--- src/sv/sbt_pkg.sv ---
// Shared types and constants for the subresource state barrier tracker.
// Holds command and status codes, field widths and the table access struct.
// No dependencies.
package sbt_pkg;

    // Field widths fixed by the interface.
    localparam int CMD_W    = 2;
    localparam int STATE_W  = 32;
    localparam int IDX_W    = 6;
    localparam int COUNT_W  = 7;
    localparam int STATUS_W = 2;
    localparam int CFG_IDX_W = 1;

    // Request commands.
    localparam logic [CMD_W-1:0] CMD_SET_ONE = 2'd0;
    localparam logic [CMD_W-1:0] CMD_SET_ALL = 2'd1;
    localparam logic [CMD_W-1:0] CMD_FILL    = 2'd2;
    localparam logic [CMD_W-1:0] CMD_NOP     = 2'd3;

    // Result status codes.
    localparam logic [STATUS_W-1:0] ST_OK        = 2'd0;
    localparam logic [STATUS_W-1:0] ST_NO_SUBRES = 2'd1;
    localparam logic [STATUS_W-1:0] ST_LOCKED    = 2'd2;
    localparam logic [STATUS_W-1:0] ST_BAD_INDEX = 2'd3;

    // Configuration register indexes.
    localparam logic [CFG_IDX_W-1:0] CFG_SUBRES_COUNT = 1'd0;
    localparam logic [CFG_IDX_W-1:0] CFG_LOCKED       = 1'd1;

    // Access to the state table: write enable, write address and data, read address.
    typedef struct packed {
        logic               we;
        logic [IDX_W-1:0]   wa;
        logic [STATE_W-1:0] wd;
        logic [IDX_W-1:0]   ra;
    } t_tbl_req;

endpackage

--- src/sv/sbt_table.sv ---
// State table of the barrier tracker: one synchronous memory word per entry.
// Entries never written since reset read as zero through per-entry valid bits.
// Depends on sbt_pkg.
module sbt_table #(
    parameter int MAX_SUBRES = 64
) (
    input  logic                    i_clk,
    input  logic                    i_rst_n,
    input  sbt_pkg::t_tbl_req       i_req,
    output logic [sbt_pkg::STATE_W-1:0] o_rd_data
);
    import sbt_pkg::*;

    localparam int AW = (MAX_SUBRES > 1) ? $clog2(MAX_SUBRES) : 1;

    logic [STATE_W-1:0]    r_mem [MAX_SUBRES];
    logic [MAX_SUBRES-1:0] r_vld;
    logic [STATE_W-1:0]    r_rd_data;
    logic                  r_rd_vld;
    logic [AW-1:0]         wa;
    logic [AW-1:0]         ra;

    assign wa = i_req.wa[AW-1:0];
    assign ra = i_req.ra[AW-1:0];

    // Memory array with one write port and one registered read port.
    always_ff @(posedge i_clk) begin
        if (i_req.we) begin
            r_mem[wa] <= i_req.wd;
        end
        r_rd_data <= r_mem[ra];
    end

    // Valid bits mark entries written since reset.
    always_ff @(posedge i_clk) begin
        if (!i_rst_n) begin
            r_vld    <= '0;
            r_rd_vld <= 1'b0;
        end else begin
            if (i_req.we) begin
                r_vld[wa] <= 1'b1;
            end
            r_rd_vld <= r_vld[ra];
        end
    end

    // An entry that was never written reads as the reset state.
    assign o_rd_data = r_rd_vld ? r_rd_data : '0;

endmodule

--- src/sv/subresource_state_barrier_tracker.sv ---
// A fill, an unused command or a refused request answers the cycle after start,
// except that a fill first writes one entry per cycle and answers after its last entry.
// A set walking N entries (N = 1 for set-one) shows its final result after
// N reads, then one compare stage, the flush step and the output register.
// One request at a time; busy covers the walk, flush and fill, and a new start is
// taken only once busy is low. Sync active-low reset: count 1, unlocked, table zero.
module subresource_state_barrier_tracker #(
    parameter int MAX_SUBRES = 64
) (
    input  logic                              i_clk,
    input  logic                              i_rst_n,
    input  logic                              start,
    output logic                              busy,
    input  logic [sbt_pkg::CMD_W-1:0]         i_cmd,
    input  logic [sbt_pkg::STATE_W-1:0]       i_target_state,
    input  logic [sbt_pkg::IDX_W-1:0]         i_subres_index,
    input  logic                              i_cfg_valid,
    output logic                              o_cfg_ready,
    input  logic [sbt_pkg::CFG_IDX_W-1:0]     i_cfg_index,
    input  logic [sbt_pkg::COUNT_W-1:0]       i_cfg_data,
    output logic                              o_res_valid,
    output logic [sbt_pkg::STATUS_W-1:0]      o_status,
    output logic                              o_has_barrier,
    output logic [sbt_pkg::IDX_W-1:0]         o_barrier_index,
    output logic [sbt_pkg::STATE_W-1:0]       o_state_before,
    output logic [sbt_pkg::STATE_W-1:0]       o_state_after,
    output logic                              o_last
);
    import sbt_pkg::*;

    localparam int AW = (MAX_SUBRES > 1) ? $clog2(MAX_SUBRES) : 1;
    localparam logic [AW-1:0]      LAST_ENTRY = AW'(MAX_SUBRES - 1);
    localparam logic [COUNT_W-1:0] MAX_COUNT  = COUNT_W'(MAX_SUBRES);

    // Sequencer states.
    localparam logic [1:0] S_IDLE  = 2'd0;
    localparam logic [1:0] S_WALK  = 2'd1;
    localparam logic [1:0] S_FLUSH = 2'd2;
    localparam logic [1:0] S_FILL  = 2'd3;

    logic [1:0]          r_state, n_state;
    logic [COUNT_W-1:0]  r_cfg_count;
    logic                r_cfg_locked;
    logic [AW-1:0]       r_ptr, n_ptr;
    logic [AW-1:0]       r_end, n_end;
    logic                r_issue, n_issue;
    logic                r_cmp_vld, n_cmp_vld;
    logic [AW-1:0]       r_cmp_idx, n_cmp_idx;
    logic [STATE_W-1:0]  r_target, n_target;
    logic                r_pend, n_pend;
    logic [AW-1:0]       r_pend_idx, n_pend_idx;
    logic [STATE_W-1:0]  r_pend_old, n_pend_old;

    logic                r_out_vld, n_out_vld;
    logic [STATUS_W-1:0] r_out_status, n_out_status;
    logic                r_out_hb, n_out_hb;
    logic [IDX_W-1:0]    r_out_idx, n_out_idx;
    logic [STATE_W-1:0]  r_out_before, n_out_before;
    logic [STATE_W-1:0]  r_out_after, n_out_after;
    logic                r_out_last, n_out_last;

    t_tbl_req            tbl_req;
    logic [STATE_W-1:0]  rd_data;
    logic [COUNT_W-1:0]  eff_count;
    logic                accept;

    assign busy        = (r_state != S_IDLE);
    assign accept      = start && !busy;
    assign o_cfg_ready = 1'b1;
    assign eff_count   = (r_cfg_count > MAX_COUNT) ? MAX_COUNT : r_cfg_count;

    // Configuration registers.
    always_ff @(posedge i_clk) begin
        if (!i_rst_n) begin
            r_cfg_count  <= COUNT_W'(1);
            r_cfg_locked <= 1'b0;
        end else if (i_cfg_valid && o_cfg_ready) begin
            case (i_cfg_index)
                CFG_SUBRES_COUNT: r_cfg_count  <= i_cfg_data;
                CFG_LOCKED:       r_cfg_locked <= i_cfg_data[0];
                default:          r_cfg_count  <= r_cfg_count;
            endcase
        end
    end

    // State table.
    sbt_table #(
        .MAX_SUBRES(MAX_SUBRES)
    ) u_table (
        .i_clk    (i_clk),
        .i_rst_n  (i_rst_n),
        .i_req    (tbl_req),
        .o_rd_data(rd_data)
    );

    // Sequencer: decode at start, then a pipelined read-compare-write walk.
    // The read of entry k overlaps the write-back of entry k-1, so the two
    // ports touch different entries except at the final entry, whose re-read is unused.
    always_comb begin
        n_state      = r_state;
        n_ptr        = r_ptr;
        n_end        = r_end;
        n_issue      = r_issue;
        n_cmp_vld    = 1'b0;
        n_cmp_idx    = r_cmp_idx;
        n_target     = r_target;
        n_pend       = r_pend;
        n_pend_idx   = r_pend_idx;
        n_pend_old   = r_pend_old;
        n_out_vld    = 1'b0;
        n_out_status = ST_OK;
        n_out_hb     = 1'b0;
        n_out_idx    = '0;
        n_out_before = '0;
        n_out_after  = '0;
        n_out_last   = 1'b1;
        tbl_req.we   = 1'b0;
        tbl_req.wa   = IDX_W'(r_cmp_idx);
        tbl_req.wd   = r_target;
        tbl_req.ra   = IDX_W'(r_ptr);

        case (r_state)
            S_IDLE: begin
                if (accept) begin
                    n_target = i_target_state;
                    n_pend   = 1'b0;
                    n_ptr    = '0;
                    if (i_cmd == CMD_FILL) begin
                        n_state = S_FILL;
                    end else if (i_cmd == CMD_NOP) begin
                        n_out_vld = 1'b1;
                    end else if (eff_count == '0) begin
                        n_out_vld    = 1'b1;
                        n_out_status = ST_NO_SUBRES;
                    end else if (r_cfg_locked) begin
                        n_out_vld    = 1'b1;
                        n_out_status = ST_LOCKED;
                    end else if (i_cmd == CMD_SET_ONE) begin
                        if ({1'b0, i_subres_index} >= eff_count) begin
                            n_out_vld    = 1'b1;
                            n_out_status = ST_BAD_INDEX;
                        end else begin
                            n_ptr   = AW'(i_subres_index);
                            n_end   = AW'(i_subres_index);
                            n_issue = 1'b1;
                            n_state = S_WALK;
                        end
                    end else begin
                        n_end   = AW'(eff_count - COUNT_W'(1));
                        n_issue = 1'b1;
                        n_state = S_WALK;
                    end
                end
            end
            S_WALK: begin
                // Issue the next read.
                if (r_issue) begin
                    n_cmp_vld = 1'b1;
                    n_cmp_idx = r_ptr;
                    if (r_ptr == r_end) begin
                        n_issue = 1'b0;
                    end else begin
                        n_ptr = r_ptr + AW'(1);
                    end
                end
                // Compare returned data, write back and queue a record.
                // A record is held back until the next write-back or the flush so that the final one can carry last.
                if (r_cmp_vld) begin
                    if (rd_data != r_target) begin
                        tbl_req.we = 1'b1;
                        n_pend     = 1'b1;
                        n_pend_idx = r_cmp_idx;
                        n_pend_old = rd_data;
                        if (r_pend) begin
                            n_out_vld    = 1'b1;
                            n_out_hb     = 1'b1;
                            n_out_idx    = IDX_W'(r_pend_idx);
                            n_out_before = r_pend_old;
                            n_out_after  = r_target;
                            n_out_last   = 1'b0;
                        end
                    end
                    if (r_cmp_idx == r_end) begin
                        n_state = S_FLUSH;
                    end
                end
            end
            S_FLUSH: begin
                // Final result: the held record, or a no-transition result.
                n_out_vld = 1'b1;
                if (r_pend) begin
                    n_out_hb     = 1'b1;
                    n_out_idx    = IDX_W'(r_pend_idx);
                    n_out_before = r_pend_old;
                    n_out_after  = r_target;
                end
                n_pend  = 1'b0;
                n_state = S_IDLE;
            end
            S_FILL: begin
                // Write the target into every entry, one per cycle.
                tbl_req.we = 1'b1;
                tbl_req.wa = IDX_W'(r_ptr);
                if (r_ptr == LAST_ENTRY) begin
                    n_out_vld = 1'b1;
                    n_state   = S_IDLE;
                end else begin
                    n_ptr = r_ptr + AW'(1);
                end
            end
            default: begin
                n_state = S_IDLE;
            end
        endcase
    end

    // Control registers.
    always_ff @(posedge i_clk) begin
        if (!i_rst_n) begin
            r_state   <= S_IDLE;
            r_issue   <= 1'b0;
            r_cmp_vld <= 1'b0;
            r_pend    <= 1'b0;
            r_out_vld <= 1'b0;
        end else begin
            r_state   <= n_state;
            r_issue   <= n_issue;
            r_cmp_vld <= n_cmp_vld;
            r_pend    <= n_pend;
            r_out_vld <= n_out_vld;
        end
    end

    // Payload registers.
    always_ff @(posedge i_clk) begin
        r_ptr        <= n_ptr;
        r_end        <= n_end;
        r_cmp_idx    <= n_cmp_idx;
        r_target     <= n_target;
        r_pend_idx   <= n_pend_idx;
        r_pend_old   <= n_pend_old;
        r_out_status <= n_out_status;
        r_out_hb     <= n_out_hb;
        r_out_idx    <= n_out_idx;
        r_out_before <= n_out_before;
        r_out_after  <= n_out_after;
        r_out_last   <= n_out_last;
    end

    // Result ports.
    assign o_res_valid     = r_out_vld;
    assign o_status        = r_out_status;
    assign o_has_barrier   = r_out_hb;
    assign o_barrier_index = r_out_idx;
    assign o_state_before  = r_out_before;
    assign o_state_after   = r_out_after;
    assign o_last          = r_out_last;

`ifndef SYNTHESIS
    // An accepted request either starts a walk or fill, or answers on the next cycle.
    a_start_answered: assert property (@(posedge i_clk) disable iff (!i_rst_n)
        accept |=> (busy || o_res_valid))
        else $error("accepted request produced neither a walk nor a result");

    // Intermediate records only come out of a table walk.
    a_mid_record_in_walk: assert property (@(posedge i_clk) disable iff (!i_rst_n)
        (o_res_valid && !o_last) |-> (r_state == S_WALK || r_state == S_FLUSH))
        else $error("non-final result outside a table walk");

    // The table is written only during a walk or a fill.
    a_write_when_busy: assert property (@(posedge i_clk) disable iff (!i_rst_n)
        tbl_req.we |-> (r_state == S_WALK || r_state == S_FILL))
        else $error("table write while idle");

    // No compare data is pending once the sequencer is idle.
    a_idle_no_compare: assert property (@(posedge i_clk) disable iff (!i_rst_n)
        !busy |-> (!r_cmp_vld && !r_pend))
        else $error("compare stage active while idle");
`endif

endmodule
--- config.mk ---
export PLATFORM = sky130hd
export DESIGN_NAME = subresource_state_barrier_tracker
export DESIGN_NICKNAME = d
export VERILOG_FILES = /design/src/sv/sbt_pkg.sv /design/src/sv/sbt_table.sv /design/src/sv/subresource_state_barrier_tracker.sv
export SDC_FILE = /design/constraint.sdc
export NUM_CORES = 2
export LEC_CHECK = 0
export BUFFER_PORTS_ARGS = -buffer_cell sky130_fd_sc_hd__clkbuf_2
export CORE_MARGIN = 10
export CORE_UTILIZATION = 38
export CTS_BUF_LIST = sky130_fd_sc_hd__clkbuf_8
export DETAILED_ROUTE_END_ITERATION = 6
export SLEW_MARGIN = 15
export SYNTH_ARGS = -nofsm -noshare
export SYNTH_HDL_FRONTEND = slang
export SYNTH_SLANG_ARGS = --single-unit
--- constraint.sdc ---
create_clock -name i_clk -period 5.99 [get_ports i_clk]
set_input_delay 0.599 -clock i_clk [delete_from_list [all_inputs] [get_ports i_clk]]
set_output_delay 0.599 -clock i_clk [all_outputs]
set_load 0.01 [all_outputs]
==> results by group <==
Status
  • Status: finished clean

Cells and area
  • Most common cell after layout, fill and taps aside: edfxtp_1
  • Final Cell Area: just over 100000 µm²
  • Fillers: between 20000 and 25000
  • Final std cells w/o fill: about 8200
  • Layout Utilization: between 40% and 50%
  • Layout area overhead: 14.9%
  • Share of cells above drive strength 1: between 30 and 40%
  • Most frequent cells in the layout: 2136 x edfxtp_1, 660 x mux4_2, 394 x clkbuf_8
  • Nets: around 4800

Routing
  • Vias: roughly 45000
  • Routed Antenna Nets: 0
  • Vias/cell: ~5.6
  • WL final: ~230000 µm
  • DRC marker count from the first detailed-route iteration: roughly 5700
  • First-pass DRT Iterations: 6
  • Residual DRC: 0
  • DR WL/cell: ~28 µm

CTS
  • Clock buffer depth: 4
  • Clock Tree Root: clkbuf_8
  • H-Tree Level Count: 5
  • CTS Sinks: around 2300
  • Number of gates resized after CTS: 0
  • Clk slew on worst S/H paths: 0.06 ns
  • Clock latency on the worst-skew pair: around 1.1 ns
  • CTS Buf Count: about 380
  • CTS tree: built

Logic synthesis
  • Synth Register Bits: roughly 2300
  • Avg Inst Size Synth: between 20 and 25 µm²
  • Largest family of logic cells by synthesized area: multiplexers
  • Syn nets: approximately 4300
  • Synth Cell Area: around 90000 µm²
  • Synthesized instance count: about 4200
  • Synth warn: 0
  • Adder-Cell Fraction of Synth Area: less than 1%
  • Register area share after synthesis: 75.6%
  • Synth Area in XOR/XNOR: 0.342%
  • Synth Area in Simple Gates: under 10%
  • Ys flop type: edfxtp_1
  • Post-synth cell types: 54
  • Mux cell area share after synthesis: between 15 and 20%
  • Compound-Gate Fraction of Synth Area: under 10%
  • Post-synth EDFFs: 2136
  • Post-synth ARST share: 0%

Min path
  • Hold Path End: r_cfg_count[1]
  • Min-Delay Startpoint: i_cfg_index
  • Hold WC Path Type: input port to flip-flop
  • Worst hold stages: 4

Timing
  • Worst rel slew slack: 20.4%
  • Unrepaired setup endpoints after global routing: false
  • Final period utilization: around 78%
  • Final hold vios: 0
  • Fmax: about 210 MHz
  • Max Clock Skew: between 0.06 and 0.07 ns
  • Setup violators final: 0
  • Slew Limit Fails: 0
  • Worst-margin pin slew: 1.19 ns
  • Setup TNS: 0 ns
  • Final worst path period need: 4.66 ns

Worst setup path
  • Startpoint Class: flip-flop
  • Worst Path Required: a little under 7 ns
  • Crit-path cells: buf_4, nor3_1, o22ai_1, or4_2, buf_4, o21ai_4, buf_12, buf_4, a21oi_1
  • Crit-path most repeated cell: buf_4
  • CP arrival: 5.52 ns
  • Worst path top cell family by delay: buffers and inverters
  • Worst reg2reg path endpoint: o_state_before[27]
  • CP Max Fanout: 67
  • Reg2Reg Depth: 9
  • Critical setup path kind: flip-flop to flip-flop
  • R2r setup slk: 1.33 ns
  • Critical R2R Launch: r_target[28]
  • Crit path largest cell delay: around 0.77 ns
  • Crit. End Element: flip-flop
  • Critical path's slowest cell: edfxtp_1
  • WP buf/inv: 4

GRT
  • Pin count of the biggest net entering global routing: 124
  • Vias in the first global route: 45022
  • GRT Util Overall: ~17%
  • GRT overflow: 0
  • Wire length of the first global-routing pass: 329000 µm
  • Initial antenna violation count: 20

Power and ir drop
  • Power per cell area: 424 nW/µm²
  • Leakage power: ~32 nW
  • Worst VDD drop: about 290 µV

Placed design
  • Post-place instance area: around 96000 µm²
  • Gpl congestion: slightly below 0.8
  • Hpwl dp: between 100000 and 150000 µm
  • Placed insts: about 7400
  • Port buffer count: roughly 130

Floorplan
  • Io pins: 129
  • Initial Utilization: between 30% and 40%
  • Die Y: about 510 µm
  • Die area: 256000 µm²
  • Core Region: approximately 240000 µm²
  • Std-Cell Rows: ~180
  • Die W: 506 µm

Flow run
  • MaxCap Viol Count: 0
==> how the worst max path moves through the flow <==
stage,from,cells after the start,endpoint
6_report,r_target[28],9,o_state_before[27]
2_1_floorplan,r_target[1],8,u_table.r_mem[28][0]
4_1_cts,r_target[1],8,u_table.r_mem[61][9]
5_1_grt,r_target[12],9,o_state_after[13]
3_3_place_gp,r_target[1],8,u_table.r_mem[43][26]
3_5_place_dp,r_target[1],8,u_table.r_mem[61][17]
==> area by class of cell <==
cell class | count | area [µm²] | area share (%)
multi-input combinational | 1633 | 21400 | 20.7
tap | 3150 | 3940 | 3.82
clock inverter | 257 | 1300 | 1.26
antenna | 8 | 20.0 | 0.0194
timing repair buffer | 379 | 3150 | 3.05
clock buffer | 394 | 5420 | 5.26
sequential | 2321 | 67800 | 65.8
inverter | 15 | 61.3 | 0.0595
==> report_power, final <==
part,leakage [nW],switching (W),internal (W)
clock,3.94,0.00607,0.00648
sequential,20.7,0.000428,0.0188
combinational,7.30,0.00695,0.00506
total,32.0,0.0135,0.0303
==> per-layer routing <==
metal	vias to the layer above	track usage (%)	routed length, µm
met2	1947	25.6	103000
met4	2	3.71	3960
met1	24305	26.4	102000
li1	18735	-	-
met3	326	3.62	18700
met5	-	0	17
==> stage by stage <==
stage | worst slack [ns] | hold slack (ns) | power (W)
after floorplan | 0.894 | 0.419 | 0.0270
after global placement | 1.19 | 0.457 | 0.0315
after detailed placement | 1.05 | 0.464 | 0.0316
after CTS | 1.02 | 0.0285 | 0.0441
after global routing | 1.13 | 0.119 | 0.0455
final | 1.33 | 0.123 | 0.0437
==> repair_timing <==
action                                 in CTS  in global routing
buffers inserted                            0                  0
endpoints found under the hold margin      56                  0
hold buffers                               58                  0
==> flip-flops by register name (all words and copies together), names as in the netlist, 2 cells and up <==
register           count
o_barrier_index        6
o_state_after         32
o_state_before        32
o_status               2
r_cfg_count            7
r_cmp_idx              6
r_end                  6
r_pend_idx             6
r_pend_old            32
r_ptr                  6
r_state                2
r_target              32
u_table.r_mem       2048
u_table.r_rd_data     32
u_table.r_vld         64
==> cells by family after synthesis <==
group                    after synthesis
buffers and inverters                288
multiplexers                         709
other                                  1
AND/OR/NAND/NOR                      394
adder cells (fa/ha/maj)               13
flip-flops                          2321
AO/OA/AOI/OAI                        481
XOR/XNOR                              35
==> synth_stat cells (2+ instances only) <==
cell	instances	area share, %
o21a_1	16	0.13
mux4_2	660	17
buf_4	5	0.042
buf_6	5	0.063
inv_1	13	0.054
nand2_1	152	0.64
a22o_1	4	0.039
nor4_1	2	0.014
and2_1	36	0.25
o211a_1	3	0.033
edfxtp_1	2136	71
nor2_1	76	0.32
a21oi_1	181	1.0
mux2i_1	43	0.48
o2111ai_1	2	0.020
mux2_2	6	0.075
o211ai_1	3	0.025
ha_1	13	0.18
xnor2_1	10	0.098
o31ai_1	5	0.042
nor3_1	31	0.17
buf_1	26	0.11
nor2b_1	43	0.30
a21boi_0	65	0.54
buf_2	78	0.44
xor2_1	25	0.24
a31oi_1	68	0.47
nand3b_1	3	0.025
nand4_1	2	0.014
and3_1	3	0.021
dfxtp_1	185	4.1
or4_1	2	0.017
or3b_2	4	0.039
a211oi_1	35	0.29
nand3_1	21	0.12
o22ai_1	24	0.17
clkbuf_1	159	0.67
nand4b_1	16	0.16
o21ai_0	66	0.37
==> worst register-to-register path, delay by kind of cell (launching register included) <==
| family | cells | cell delay [ns] |
|---|---|---|
| AO/OA/AOI/OAI | 3 | 0.89 |
| buffers and inverters | 4 | 1.83 |
| flip-flops | 1 | 0.77 |
| AND/OR/NAND/NOR | 2 | 1.01 |
Note: power is estimated with default switching activity, not from simulation.
